--- src/rtl/core/rthsv_pkg.sv ---
// ----------------------------------------------------------------------------
// RGB to HSV package
// Shared types, constants and the divider step for the RGB to HSV pipeline.
// ----------------------------------------------------------------------------
package rthsv_pkg;

   localparam int CHAN_W = 8;
   localparam int OUT_W  = 15;
   localparam int QUO_W  = 16;
   localparam int NUM_W  = QUO_W + CHAN_W;

   localparam int RTHSV_DIV_STEPS = 4;

   localparam int unsigned HUE_SIXTH_Q6 = 3840;
   localparam int unsigned HUE_FULL_Q6  = 23040;
   localparam int unsigned PCT_Q8       = 25600;
   localparam int unsigned VAL_PCT      = 100;
   // floor(v/255) = (max * VAL_RECIP) >> VAL_SHIFT, with v = max * 100
   localparam int unsigned VAL_RECIP    = 3289700;
   localparam int          VAL_SHIFT    = 23;
   localparam int          VAL_PROD_W   = 30;

   localparam logic [1:0] SEL_RED   = 2'd0;
   localparam logic [1:0] SEL_GREEN = 2'd1;
   localparam logic [1:0] SEL_BLUE  = 2'd2;

   typedef struct packed {
      logic [CHAN_W-1:0] red;
      logic [CHAN_W-1:0] green;
      logic [CHAN_W-1:0] blue;
   } rthsv_req_type;

   typedef struct packed {
      logic [OUT_W-1:0] hue_deg_q6;
      logic [OUT_W-1:0] sat_pct_q8;
      logic [OUT_W-1:0] val_pct_q8;
      logic             achromatic;
   } rthsv_rsp_type;

   typedef struct packed {
      logic [OUT_W-1:0] hue_base;
      logic             hue_neg;
      logic             gray;
      logic             sat_zero;
      logic [OUT_W-1:0] val;
   } rthsv_side_type;

   typedef struct packed {
      logic [NUM_W-1:0]  hue_num;
      logic [NUM_W-1:0]  sat_num;
      logic [CHAN_W-1:0] delta;
      logic [CHAN_W-1:0] mx;
      rthsv_side_type    side;
   } rthsv_num_type;

   typedef struct packed {
      logic [CHAN_W-1:0] rem;
      logic [QUO_W-1:0]  quo;
   } rthsv_lane_type;

   typedef struct packed {
      rthsv_lane_type    hue;
      rthsv_lane_type    sat;
      logic [CHAN_W-1:0] delta;
      logic [CHAN_W-1:0] mx;
      rthsv_side_type    side;
   } rthsv_div_type;

   typedef struct packed {
      logic [QUO_W-1:0] hue_q;
      logic [QUO_W-1:0] sat_q;
      rthsv_side_type   side;
   } rthsv_quo_type;

   // one restoring division step: shift in next dividend bit, try subtract
   function automatic rthsv_lane_type div_step(input rthsv_lane_type lane,
                                               input logic [CHAN_W-1:0] d);
      rthsv_lane_type    res;
      logic [CHAN_W:0]   t;
      logic [CHAN_W:0]   diff;
      logic              ge;
      t    = {lane.rem, lane.quo[QUO_W-1]};
      diff = t - {1'b0, d};
      ge   = (t >= {1'b0, d});
      res.rem = ge ? diff[CHAN_W-1:0] : t[CHAN_W-1:0];
      res.quo = {lane.quo[QUO_W-2:0], ge};
      return res;
   endfunction

endpackage

--- src/rtl/core/rthsv_front.sv ---
// ----------------------------------------------------------------------------
// RGB to HSV front end
// Two stages: max/min select, then delta, hue difference, numerators and value.
// ----------------------------------------------------------------------------
module rthsv_front (
   input  logic                   clock,
   input  logic                   reset,
   input  logic                   req_valid,
   output logic                   req_ready,
   input  rthsv_pkg::rthsv_req_type req_data,
   output logic                   num_valid,
   input  logic                   num_ready,
   output rthsv_pkg::rthsv_num_type num_data
);
   import rthsv_pkg::*;

   logic              s1_valid_ff;
   logic [CHAN_W-1:0] s1_mx_ff, s1_mn_ff, s1_pa_ff, s1_pb_ff;
   logic [1:0]        s1_sel_ff;
   logic [CHAN_W-1:0] s1_mx_in, s1_mn_in, s1_pa_in, s1_pb_in;
   logic [1:0]        s1_sel_in;
   logic              s1_ready, s2_ready;

   logic              s2_valid_ff;
   rthsv_num_type     s2_ff, s2_in;

   logic [CHAN_W-1:0]     delta, adiff;
   logic                  neg;
   logic [VAL_PROD_W-1:0] val_prod;

   assign s2_ready  = !s2_valid_ff || num_ready;
   assign s1_ready  = !s1_valid_ff || s2_ready;
   assign req_ready = s1_ready;

   always_comb begin
      if (req_data.red >= req_data.green && req_data.red >= req_data.blue) begin
         s1_sel_in = SEL_RED;
         s1_mx_in  = req_data.red;
         s1_pa_in  = req_data.green;
         s1_pb_in  = req_data.blue;
      end else if (req_data.green >= req_data.blue) begin
         s1_sel_in = SEL_GREEN;
         s1_mx_in  = req_data.green;
         s1_pa_in  = req_data.blue;
         s1_pb_in  = req_data.red;
      end else begin
         s1_sel_in = SEL_BLUE;
         s1_mx_in  = req_data.blue;
         s1_pa_in  = req_data.red;
         s1_pb_in  = req_data.green;
      end
      s1_mn_in = req_data.red;
      if (req_data.green < s1_mn_in) s1_mn_in = req_data.green;
      if (req_data.blue < s1_mn_in) s1_mn_in = req_data.blue;
   end

   always_ff @(posedge clock) begin
      if (reset) begin
         s1_valid_ff <= 1'b0;
      end else if (s1_ready) begin
         s1_valid_ff <= req_valid;
      end
      if (s1_ready && req_valid) begin
         s1_mx_ff  <= s1_mx_in;
         s1_mn_ff  <= s1_mn_in;
         s1_pa_ff  <= s1_pa_in;
         s1_pb_ff  <= s1_pb_in;
         s1_sel_ff <= s1_sel_in;
      end
   end

   always_comb begin
      delta    = s1_mx_ff - s1_mn_ff;
      neg      = (s1_pa_ff < s1_pb_ff);
      adiff    = neg ? (s1_pb_ff - s1_pa_ff) : (s1_pa_ff - s1_pb_ff);
      val_prod = VAL_PROD_W'(s1_mx_ff) * VAL_PROD_W'(VAL_RECIP);

      s2_in.hue_num = NUM_W'(adiff) * NUM_W'(HUE_SIXTH_Q6);
      s2_in.sat_num = NUM_W'(delta) * NUM_W'(PCT_Q8);
      s2_in.delta   = delta;
      s2_in.mx      = s1_mx_ff;
      s2_in.side.hue_neg  = neg;
      s2_in.side.gray     = (delta == '0);
      s2_in.side.sat_zero = (s1_mx_ff == '0);
      s2_in.side.val      = OUT_W'(s1_mx_ff) * OUT_W'(VAL_PCT)
                            + OUT_W'(val_prod >> VAL_SHIFT);
      case (s1_sel_ff)
         SEL_RED:   s2_in.side.hue_base = neg ? OUT_W'(HUE_FULL_Q6) : '0;
         SEL_GREEN: s2_in.side.hue_base = OUT_W'(2 * HUE_SIXTH_Q6);
         SEL_BLUE:  s2_in.side.hue_base = OUT_W'(4 * HUE_SIXTH_Q6);
         default:   s2_in.side.hue_base = '0;
      endcase
   end

   always_ff @(posedge clock) begin
      if (reset) begin
         s2_valid_ff <= 1'b0;
      end else if (s2_ready) begin
         s2_valid_ff <= s1_valid_ff;
      end
      if (s2_ready && s1_valid_ff) begin
         s2_ff <= s2_in;
      end
   end

   assign num_valid = s2_valid_ff;
   assign num_data  = s2_ff;

endmodule

--- src/rtl/core/rthsv_div.sv ---
// ----------------------------------------------------------------------------
// RGB to HSV divider pipeline
// Two restoring dividers side by side (hue fraction, saturation), several
// quotient bits per stage, sideband carried along.
// ----------------------------------------------------------------------------
module rthsv_div #(
   parameter int STEPS = rthsv_pkg::RTHSV_DIV_STEPS
) (
   input  logic                    clock,
   input  logic                    reset,
   input  logic                    num_valid,
   output logic                    num_ready,
   input  rthsv_pkg::rthsv_num_type num_data,
   output logic                    quo_valid,
   input  logic                    quo_ready,
   output rthsv_pkg::rthsv_quo_type quo_data
);
   import rthsv_pkg::*;

   localparam int NSTAGE = QUO_W / STEPS;

   rthsv_div_type head;
   rthsv_div_type src      [NSTAGE];
   rthsv_div_type stage_in [NSTAGE];
   rthsv_div_type stage_ff [NSTAGE];
   logic          src_valid[NSTAGE];
   logic          valid_ff [NSTAGE];
   logic          rdy      [NSTAGE];
   logic          down_rdy [NSTAGE];

   always_comb begin
      head.hue.rem = num_data.hue_num[NUM_W-1:QUO_W];
      head.hue.quo = num_data.hue_num[QUO_W-1:0];
      head.sat.rem = num_data.sat_num[NUM_W-1:QUO_W];
      head.sat.quo = num_data.sat_num[QUO_W-1:0];
      head.delta   = num_data.delta;
      head.mx      = num_data.mx;
      head.side    = num_data.side;
   end

   for (genvar j = 0; j < NSTAGE; j++) begin : g_stage
      if (j == 0) begin : g_first
         assign src[j]       = head;
         assign src_valid[j] = num_valid;
      end else begin : g_next
         assign src[j]       = stage_ff[j-1];
         assign src_valid[j] = valid_ff[j-1];
      end

      if (j == NSTAGE - 1) begin : g_last
         assign down_rdy[j] = quo_ready;
      end else begin : g_mid
         assign down_rdy[j] = rdy[j+1];
      end

      assign rdy[j] = !valid_ff[j] || down_rdy[j];

      always_comb begin
         rthsv_div_type cur;
         cur = src[j];
         for (int k = 0; k < STEPS; k++) begin
            cur.hue = div_step(cur.hue, cur.delta);
            cur.sat = div_step(cur.sat, cur.mx);
         end
         stage_in[j] = cur;
      end

      always_ff @(posedge clock) begin
         if (reset) begin
            valid_ff[j] <= 1'b0;
         end else if (rdy[j]) begin
            valid_ff[j] <= src_valid[j];
         end
         if (rdy[j] && src_valid[j]) begin
            stage_ff[j] <= stage_in[j];
         end
      end
   end

   assign num_ready      = rdy[0];
   assign quo_valid      = valid_ff[NSTAGE-1];
   assign quo_data.hue_q = stage_ff[NSTAGE-1].hue.quo;
   assign quo_data.sat_q = stage_ff[NSTAGE-1].sat.quo;
   assign quo_data.side  = stage_ff[NSTAGE-1].side;

endmodule

--- src/rtl/core/rthsv_out.sv ---
// ----------------------------------------------------------------------------
// RGB to HSV output stage
// Applies hue sign and base, gray and black overrides; output register.
// ----------------------------------------------------------------------------
module rthsv_out (
   input  logic                    clock,
   input  logic                    reset,
   input  logic                    quo_valid,
   output logic                    quo_ready,
   input  rthsv_pkg::rthsv_quo_type quo_data,
   output logic                    rsp_valid,
   input  logic                    rsp_ready,
   output rthsv_pkg::rthsv_rsp_type rsp_data
);
   import rthsv_pkg::*;

   logic             rsp_valid_ff;
   rthsv_rsp_type    rsp_ff, rsp_in;
   logic [QUO_W-1:0] hue_sum;

   assign quo_ready = !rsp_valid_ff || rsp_ready;

   always_comb begin
      hue_sum = quo_data.side.hue_neg
              ? QUO_W'(quo_data.side.hue_base) - quo_data.hue_q
              : QUO_W'(quo_data.side.hue_base) + quo_data.hue_q;
      rsp_in.hue_deg_q6 = quo_data.side.gray ? '0 : hue_sum[OUT_W-1:0];
      rsp_in.sat_pct_q8 = quo_data.side.sat_zero ? '0 : quo_data.sat_q[OUT_W-1:0];
      rsp_in.val_pct_q8 = quo_data.side.val;
      rsp_in.achromatic = quo_data.side.gray;
   end

   always_ff @(posedge clock) begin
      if (reset) begin
         rsp_valid_ff <= 1'b0;
      end else if (quo_ready) begin
         rsp_valid_ff <= quo_valid;
      end
      if (quo_ready && quo_valid) begin
         rsp_ff <= rsp_in;
      end
   end

   assign rsp_valid = rsp_valid_ff;
   assign rsp_data  = rsp_ff;

endmodule

--- src/rtl/core/rgb_to_hsv_convert_top.sv ---
// A request passes the front end, divider and output registers to the response.
// Throughput: one pixel per cycle, every stage taking one, while rsp_ready holds.
// A stalled response holds its stage; upstream stages keep filling bubbles.
// Reset clears all valid bits; data registers are not reset and need no clearing.
// ----------------------------------------------------------------------------
// RGB to HSV conversion top
// Pixel in, hue/saturation/value in fixed point out, fully pipelined.
// ----------------------------------------------------------------------------
module rgb_to_hsv_convert_top #(
   parameter int STEPS_PER_STAGE = rthsv_pkg::RTHSV_DIV_STEPS
) (
   input  logic                    clock,
   input  logic                    reset,
   input  logic                    req_valid,
   output logic                    req_ready,
   input  rthsv_pkg::rthsv_req_type req_data,
   output logic                    rsp_valid,
   input  logic                    rsp_ready,
   output rthsv_pkg::rthsv_rsp_type rsp_data
);
   import rthsv_pkg::*;

   logic          num_valid, num_ready;
   rthsv_num_type num_data;
   logic          quo_valid, quo_ready;
   rthsv_quo_type quo_data;

   rthsv_front u_front (
      .clock     (clock),
      .reset     (reset),
      .req_valid (req_valid),
      .req_ready (req_ready),
      .req_data  (req_data),
      .num_valid (num_valid),
      .num_ready (num_ready),
      .num_data  (num_data)
   );

   rthsv_div #(
      .STEPS (STEPS_PER_STAGE)
   ) u_div (
      .clock     (clock),
      .reset     (reset),
      .num_valid (num_valid),
      .num_ready (num_ready),
      .num_data  (num_data),
      .quo_valid (quo_valid),
      .quo_ready (quo_ready),
      .quo_data  (quo_data)
   );

   rthsv_out u_out (
      .clock     (clock),
      .reset     (reset),
      .quo_valid (quo_valid),
      .quo_ready (quo_ready),
      .quo_data  (quo_data),
      .rsp_valid (rsp_valid),
      .rsp_ready (rsp_ready),
      .rsp_data  (rsp_data)
   );

endmodule

--- config.mk ---
export PLATFORM = sky130hd
export DESIGN_NAME = rgb_to_hsv_convert_top
export DESIGN_NICKNAME = d
export VERILOG_FILES = /design/src/rtl/core/rthsv_pkg.sv /design/src/rtl/core/rthsv_front.sv /design/src/rtl/core/rthsv_div.sv /design/src/rtl/core/rthsv_out.sv /design/src/rtl/core/rgb_to_hsv_convert_top.sv
export SDC_FILE = /design/constraint.sdc
export NUM_CORES = 1
export LEC_CHECK = 0
export ABC_CLOCK_PERIOD_IN_PS = 18420
export BUFFER_PORTS_ARGS = -buffer_cell sky130_fd_sc_hd__buf_2
export CAP_MARGIN = 5
export CORE_ASPECT_RATIO = 1.1
export CORE_MARGIN = 3
export CORE_UTILIZATION = 30
export DETAILED_ROUTE_END_ITERATION = 10
export GPL_ROUTABILITY_DRIVEN = 1
export GPL_TIMING_DRIVEN = 0
export HOLD_SLACK_MARGIN = 0.12
export PLACE_DENSITY = 0.53
export SYNTH_ARGS = -nofsm -noshare
export SYNTH_HDL_FRONTEND = slang
export SYNTH_HIERARCHICAL = 1
export SYNTH_SLANG_ARGS = --single-unit
--- constraint.sdc ---
create_clock -name clock -period 18.42 [get_ports clock]
set_clock_uncertainty 0.05 [all_clocks]
set_input_delay 5.526 -clock clock [delete_from_list [all_inputs] [get_ports clock]]
set_output_delay 5.526 -clock clock [all_outputs]
set_load 0.05 [all_outputs]
==> results of run 1 <==
-- per-stage QoR --
stage	utilization (%)	cell area, sq um
2_1_floorplan	-	36100
3_3_place_gp	32.4	38400
3_5_place_dp	32.6	38600
4_1_cts	34.3	40600
5_1_grt	34.3	40600
6_report	34.3	40600
-- layer usage --
metal	global-route usage (%)	up-vias	part of all wire, %
li1	-	12200	-
met3	1.70	95	3.3
met5	0	-	0
met4	3.66	0	2.5
met2	21.6	301	48
met1	15.9	11300	47
-- final cells by class --
cell class                 instances  area share [%]
timing repair buffer              83            1.35
multi-input combinational       2380            48.1
clock inverter                    47            1.46
sequential                       496            36.6
buffer                            75            1.11
clock buffer                      60            3.54
tap                             1541            4.74
inverter                         332            3.08
-- final timing paths --
path	end	slack, ns
worst max-delay path	req_ready	5.60
worst max register to register	u_div/stage_ff[1][89]	8.11
worst min register to register	u_div/stage_ff[3][84]	0.35
worst min-delay path	u_div/stage_ff[3][84]	0.35
-- sequential cells by signal (all words and copies together), names as in the netlist --
register / count
u_out/rsp_data: 46
u_front/num_valid: 1
u_div/stage_ff: 348
u_front/s1_valid_ff: 1
u_front/s1_sel_ff: 2
u_front/num_data: 61
u_front/s1_pa_ff: 8
u_front/s1_mx_ff: 8
u_out/rsp_valid: 1
u_front/s1_pb_ff: 8
u_div/valid_ff: 4
u_front/s1_mn_ff: 8
==> impl_metrics.csv, run 1 <==
group,metric,value,unit
run_status,status,"finished, final reports clean",
die,core,118000,sq um
setup_path,critPathLaunch,"rsp_ready",
setup_path,startpoint_type,"input pin",
worst_hold_path,min_from,"u_div/stage_ff[2][80]",
setup_path,critPathMaxStageDelay,0.35,ns
die,dieArea,124000,sq um
die,pin_count,76,
clock_tree,htreeDepth,2,
global_route,grt_max_degree,61,
sta,hold_viol,0,
setup_path,worstRegToRegCells,41,
final_layout,nNetsFinal,3980,
final_layout,layout-drive-gt1-share,11.5,%
routing,drc,0,
clock_tree,clkLatencyLatePin,0.65,ns
routing,first_pass_iters,5,
global_route,antenna_found_initial,0,
final_layout,multi_input_area,19600,sq um
final_layout,final_cell_mix,"edfxtp_1, ha_1, inv_1",
final_layout,diodes,0,
routing,drt-initial-drc-count,1066,
placement,place_ws,5.59,ns
routing,avgViaCountPerCell,4.76,
final_layout,fill_cells,11800,
worst_hold_path,hold_class,"flop to flop",
routing,wl_per_cell,15.3,um
setup_path,cp_cell_sequence,"buf_2 > nand2b_1 > nor2b_1 > and3_1 > nand2_1 > nor2b_1 > nand2_1 > buf_2",
setup_path,critical_path_cell_count,8,
placement,io_buffers,75,
global_route,grt_util_all_layers,12.4,%
clock_tree,cts_setup_buffers,0,
clock_tree,cts_hold_buf,0,
sta,finalSetupViolCount,0,
setup_path,worst_setup_path_end_kind,"primary output",
setup_path,crit_buf_inv,2,
sta,slew_headroom,12.6,%
setup_path,path_class,"input pin to primary output",
sta,max_clock_freq,78.0,MHz
sta,period_share,69.6,%
run,cap_violations,0,
clock_tree,cts_tree,"done",
synth,synth_warnings,6,
sta,setup_tns,0,ns
sta,worst_pin_slew,1.30,ns
routing,wl,76600,um
final_layout,area_growth,12.9,%
final_layout,seq_area,14900,sq um
sta,fin_crit,12.82,ns
setup_path,crit_fanout,5,
die,rows,132,
final_layout,mostFrequentLayoutCell,"edfxtp_1",
synth,synth_area,36000,sq um
setup_path,crit_arrival,7.24,ns
sta,fin_hold_ws,0.351,ns
clock_tree,cts_resized,0,
global_route,grt_pass1_vias,24200,
global_route,grt.overflow.total,0,
setup_path,critPathRequiredTime,12.84,ns
placement,placedCellCount,4907,
worst_hold_path,min_path_cells,0,
sta,rsz0062_at_grt,"no",
synth,synth.avg_cell_area,11.1,sq um
clock_tree,path_clk_slew,0.06,ns
die,start_util,30.4,%
die,die_y,369,um
setup_path,rr_startpoint,"u_div/stage_ff[0][42]",
clock_tree,clock-root-buffer,"clkbuf_16",
clock_tree,numCtsBuffers,57,
clock_tree,cts.path.max_buffers,3,
clock_tree,clkSinkCount,496,
global_route,grt_pass1_wl,125000,um
setup_path,path_delay_family,"simple AND/OR/NAND/NOR gates",
placement,detailed_place_hpwl,59900,um
final_layout,fin_cells,5014,
placement,gp_congestion,0.841,
sta,worst_slack,5.60,ns
routing,postRouteAntennaNets,0,
die,fp.dieW,336,um
setup_path,crit_slowest_cell,"and3_1",
sta,final_max_slew_viol_count,0,
synth,syn_inst,3252,
routing,num_vias,23900,
Power of run 1 is left out: the tool's default activity adds up to more than one toggle a clock period on the data nets, which glitch-free logic cannot reach.
==> run 2: changes to the inputs <==
Settings changed: ABC_AREA from default to 1, ABC_CLOCK_PERIOD_IN_PS 18420 to 11450, PLACE_DENSITY 0.53 to 0.55.
Clock period 18.42 ns to 11.45 ns, I/O delays scaled along.
==> impl_metrics.csv, run 2 <==
group,metric,value,unit
routing,wl_per_cell,13.3,um
synth,synth.avg_cell_area,9.05,sq um
setup_path,path_class,"input pin to primary output",
setup_path,crit_slowest_cell,"nor2_1",
sta,fin_crit,8.73,ns
sta,rsz0062_at_grt,"no",
global_route,grt_pass1_vias,26100,
routing,postRouteAntennaNets,0,
placement,detailed_place_hpwl,64300,um
final_layout,mostFrequentLayoutCell,"nand2_1",
sta,finalSetupViolCount,0,
worst_hold_path,hold_class,"flop to flop",
clock_tree,cts_hold_buf,0,
clock_tree,htreeDepth,2,
setup_path,critPathLaunch,"rsp_ready",
clock_tree,cts_setup_buffers,0,
die,core,123000,sq um
final_layout,area_growth,12.6,%
clock_tree,path_clk_slew,0.06,ns
routing,wl,79700,um
sta,hold_viol,0,
setup_path,crit_fanout,5,
die,pin_count,76,
sta,setup_tns,0,ns
die,rows,135,
routing,num_vias,26900,
clock_tree,clkLatencyLatePin,0.61,ns
clock_tree,cts_resized,0,
run_status,status,"finished, final reports clean",
sta,worst_pin_slew,0.872,ns
sta,slew_headroom,41.9,%
global_route,grt_pass1_wl,131000,um
placement,io_buffers,75,
routing,first_pass_iters,5,
final_layout,final_cell_mix,"nand2_1, inv_1, edfxtp_1",
final_layout,layout-drive-gt1-share,10.1,%
clock_tree,clock-root-buffer,"clkbuf_16",
clock_tree,clkSinkCount,496,
final_layout,diodes,0,
global_route,grt_max_degree,55,
routing,drc,0,
final_layout,regMostFlops,"u_div/stage_ff",
die,fp.dieW,342,um
die,start_util,30.3,%
clock_tree,numCtsBuffers,57,
clock_tree,cts.path.max_buffers,3,
final_layout,seq_area,14900,sq um
run,cap_violations,0,
final_layout,largest_register_ffs,348,
placement,placedCellCount,5885,
worst_hold_path,min_from,"u_div/stage_ff[2][54]",
placement,gp_congestion,0.881,
sta,max_clock_freq,115,MHz
final_layout,fin_cells,5987,
final_layout,fill_cells,12700,
routing,avgViaCountPerCell,4.49,
setup_path,worst_setup_path_end_kind,"primary output",
setup_path,critPathRequiredTime,7.97,ns
setup_path,crit_buf_inv,6,
setup_path,crit_arrival,5.24,ns
routing,drt-initial-drc-count,1288,
setup_path,cp_cell_sequence,"buf_2 > inv_1 > nand2_1 > nor2_1 > nand2_1 > nor2_1 > inv_1 > nor2_1 > inv_1 > inv_1 > nand3_1 > buf_2",
synth,synth_area,37300,sq um
setup_path,cpMostUsedCell,"inv_1",
setup_path,path_delay_family,"simple AND/OR/NAND/NOR gates",
die,die_y,376,um
global_route,grt.overflow.total,0,
sta,period_share,76.2,%
global_route,antenna_found_initial,0,
synth,synth_warnings,6,
synth,syn_inst,4124,
sta,fin_hold_ws,0.357,ns
final_layout,multi_input_area,19600,sq um
sta,final_max_slew_viol_count,0,
die,dieArea,129000,sq um
setup_path,startpoint_type,"input pin",
setup_path,critPathMaxStageDelay,0.34,ns
setup_path,rr_startpoint,"u_div/stage_ff[0][42]",
clock_tree,cts_tree,"done",
final_layout,nNetsFinal,4856,
global_route,grt_util_all_layers,12.3,%
==> run 2: cell type report <==
type,instances,area share (%)
Sequential cell,496,35.4
Tap cell,1644,4.89
Buffer,69,1.26
Clock inverter,37,0.821
Clock buffer,64,3.56
Timing Repair Buffer,87,1.55
Inverter,650,5.83
Multi-Input combinational cell,2940,46.7
==> run 2: final timing paths <==
path | endpoint | slack [ns] | cells after the start
worst min register to register | u_div/stage_ff[3][58] | 0.36 | 0
worst max register to register | u_div/stage_ff[1][95] | 3.91 | 39
worst min-delay path | u_div/stage_ff[3][58] | 0.36 | 0
worst max-delay path | req_ready | 2.72 | 12
==> run 2: worst register-to-register path, delay by kind of cell, from the launching register on <==
family | cells | cell delay [ns]
AO/OA/AOI/OAI | 10 | 2.42
adder cells (fa/ha/maj) | 4 | 1.44
flip-flops | 1 | 0.52
AND/OR/NAND/NOR | 20 | 2.12
buffers and inverters | 5 | 0.71
==> run 2: metrics by stage <==
| stage | util [%] | instance area [sq um] | worst slack (ns) |
|---|---|---|---|
| floorplan | - | 37400 | 3.03 |
| global placement | 32.3 | 39900 | 0.123 |
| detailed placement | 32.6 | 40200 | 2.72 |
| CTS | 34.1 | 42000 | 2.72 |
| global route | 34.1 | 42000 | 2.49 |
| finish | 34.1 | 42000 | 2.72 |
==> run 2: layer usage <==
metal | vias to the layer above | GRT usage [%] | part of all wire [%]
li1 | 14100 | - | -
met1 | 12200 | 16.6 | 47
met2 | 373 | 20.9 | 46
met3 | 133 | 1.42 | 3.6
met4 | 0 | 3.35 | 2.6
met5 | - | 0 | 0
Power of run 2 is left out for the same reason.
==> run 3: changes to the inputs <==
Settings changed: ABC_CLOCK_PERIOD_IN_PS 11450 to 8700, PLACE_DENSITY 0.55 to 0.53.
Clock period 11.45 ns to 8.7 ns, I/O delays scaled along.
==> impl_metrics.csv, run 3 (synthesis results as in run 2) <==
group,metric,value,unit
sta,finalSetupViolCount,0,
setup_path,critPathRequiredTime,9.01,ns
clock_tree,clkLatencyLatePin,0.61,ns
final_layout,mostFrequentLayoutCell,"nand2_1",
final_layout,regMostFlops,"u_div/stage_ff",
global_route,grt_util_all_layers,12.6,%
sta,final_max_slew_viol_count,0,
final_layout,largest_register_ffs,348,
die,pin_count,76,
sta,worst_pin_slew,0.845,ns
routing,num_vias,26800,
die,core,123000,sq um
clock_tree,path_clk_slew,0.06,ns
sta,slew_headroom,43.7,%
clock_tree,clkSinkCount,496,
setup_path,cpMostUsedCell,"nand2_1",
run_status,status,"finished, final reports clean",
global_route,grt_max_degree,64,
global_route,grt_pass1_wl,135000,um
worst_hold_path,min_from,"u_div/stage_ff[0][60]",
routing,drc,0,
setup_path,rr_startpoint,"u_div/stage_ff[0][42]",
die,start_util,30.3,%
sta,rsz0062_at_grt,"no",
setup_path,startpoint_type,"flop",
routing,wl_per_cell,13.5,um
die,dieArea,129000,sq um
final_layout,nNetsFinal,4857,
setup_path,worstRegToRegCells,39,
routing,avgViaCountPerCell,4.47,
setup_path,rr_endpoint,"u_div/stage_ff[1][96]",
clock_tree,cts_resized,0,
setup_path,crit_arrival,7.82,ns
sta,fin_crit,7.51,ns
worst_hold_path,hold_class,"flop to flop",
routing,drt-initial-drc-count,1394,
final_layout,fill_cells,12700,
clock_tree,cts_hold_buf,0,
routing,wl,80900,um
setup_path,worst_setup_path_end_kind,"flop",
global_route,grt_pass1_vias,26400,
clock_tree,htreeDepth,2,
setup_path,regToRegSetupSlack,1.19,ns
clock_tree,cts_tree,"done",
run,cap_violations,0,
placement,io_buffers,75,
die,die_y,376,um
global_route,grt.overflow.total,0,
setup_path,critPathMaxStageDelay,0.63,ns
sta,period_share,86.4,%
worst_hold_path,min_to,"u_div/stage_ff[1][64]",
routing,postRouteAntennaNets,0,
routing,first_pass_iters,7,
setup_path,crit_fanout,10,
global_route,antenna_found_initial,1,
sta,setup_tns,0,ns
placement,gp_congestion,0.891,
final_layout,final_cell_mix,"nand2_1, inv_1, edfxtp_1",
final_layout,area_growth,12.7,%
sta,max_clock_freq,133,MHz
clock_tree,clock-root-buffer,"clkbuf_16",
clock_tree,cts_setup_buffers,0,
final_layout,diodes,0,
die,fp.dieW,342,um
clock_tree,cts.path.max_buffers,3,
clock_tree,numCtsBuffers,58,
die,rows,135,
setup_path,crit_slowest_cell,"o311ai_0",
final_layout,layout-drive-gt1-share,10.2,%
worst_hold_path,min_path_cells,0,
placement,detailed_place_hpwl,64800,um
setup_path,path_class,"flop to flop",
sta,hold_viol,0,
run 3: cell types whose count changed in the layout (fill, tap and decap cells not counted):
cell        previous run  this run
clkbuf_1              11        17
clkinv_1              17        12
clkinv_4               1         4
inv_6                  5         3
buf_12                 7         8
buf_16                 5         4
clkbuf_16             59        58
clkinv_2              11        12
clkinv_8               0         1
clkinvlp_4             2         3
inv_16                 0         1
inv_8                  0         1
run 3: final cells by class:
class,instances,area (sq um),share of cell area (%)
inverters,650,2450,5.83
clock buffers,69,1490,3.55
plain buffers,69,531,1.26
repair buffers,87,646,1.53
well taps,1644,2060,4.89
multi-input cells,2940,19600,46.7
clock inverters,38,395,0.940
flip-flops and latches,496,14900,35.3
run 3: stage by stage:
step / area, sq um / worst slack (ns) / std cells / util [%] / hold slack [ns]
after detailed placement: 40200 / 1.16 / 5885 / 32.6 / 0.355
after CTS: 42100 / 1.14 / 5992 / 34.1 / 0.358
after floorplan: 37400 / 1.10 / 4155 / - / 0.350
after global routing: 42100 / 0.393 / 5993 / 34.1 / 0.366
after global placement: 39900 / -2.22 / 5874 / 32.3 / 0.350
final: 42100 / 1.19 / 5993 / 34.1 / 0.357
run 3: worst max-delay path, delay by kind of cell (launching register included):
family	cells	cell delay, ns
fa+ha+maj	4	1.44
compound gates	10	2.41
buf+inv	5	0.71
simple gates	20	2.13
flops	1	0.51
run 3: per-layer routing:
metal | up-vias | global-route usage, % | share of wire, %
li1 | 14100 | - | -
met4 | 0 | 2.66 | 1.7
met1 | 12200 | 17.0 | 48
met2 | 348 | 21.7 | 47
met3 | 96 | 1.35 | 3.1
met5 | - | 0 | 0
run 3: worst max path at each step:
stage	slack (ns)	end	from	cells past startpoint
4_1_cts	1.14	u_div/stage_ff[0][96]	u_front/num_data[42]	40
6_report	1.19	u_div/stage_ff[1][96]	u_div/stage_ff[0][42]	39
5_1_grt	0.39	u_div/stage_ff[0][96]	u_front/num_data[42]	42
2_1_floorplan	1.10	u_div/stage_ff[0][0]	rsp_ready	8
3_3_place_gp	-2.22	u_div/stage_ff[0][22]	rsp_ready	9
3_5_place_dp	1.16	u_div/stage_ff[0][96]	u_front/num_data[42]	40
Power of run 3 is left out for the same reason.
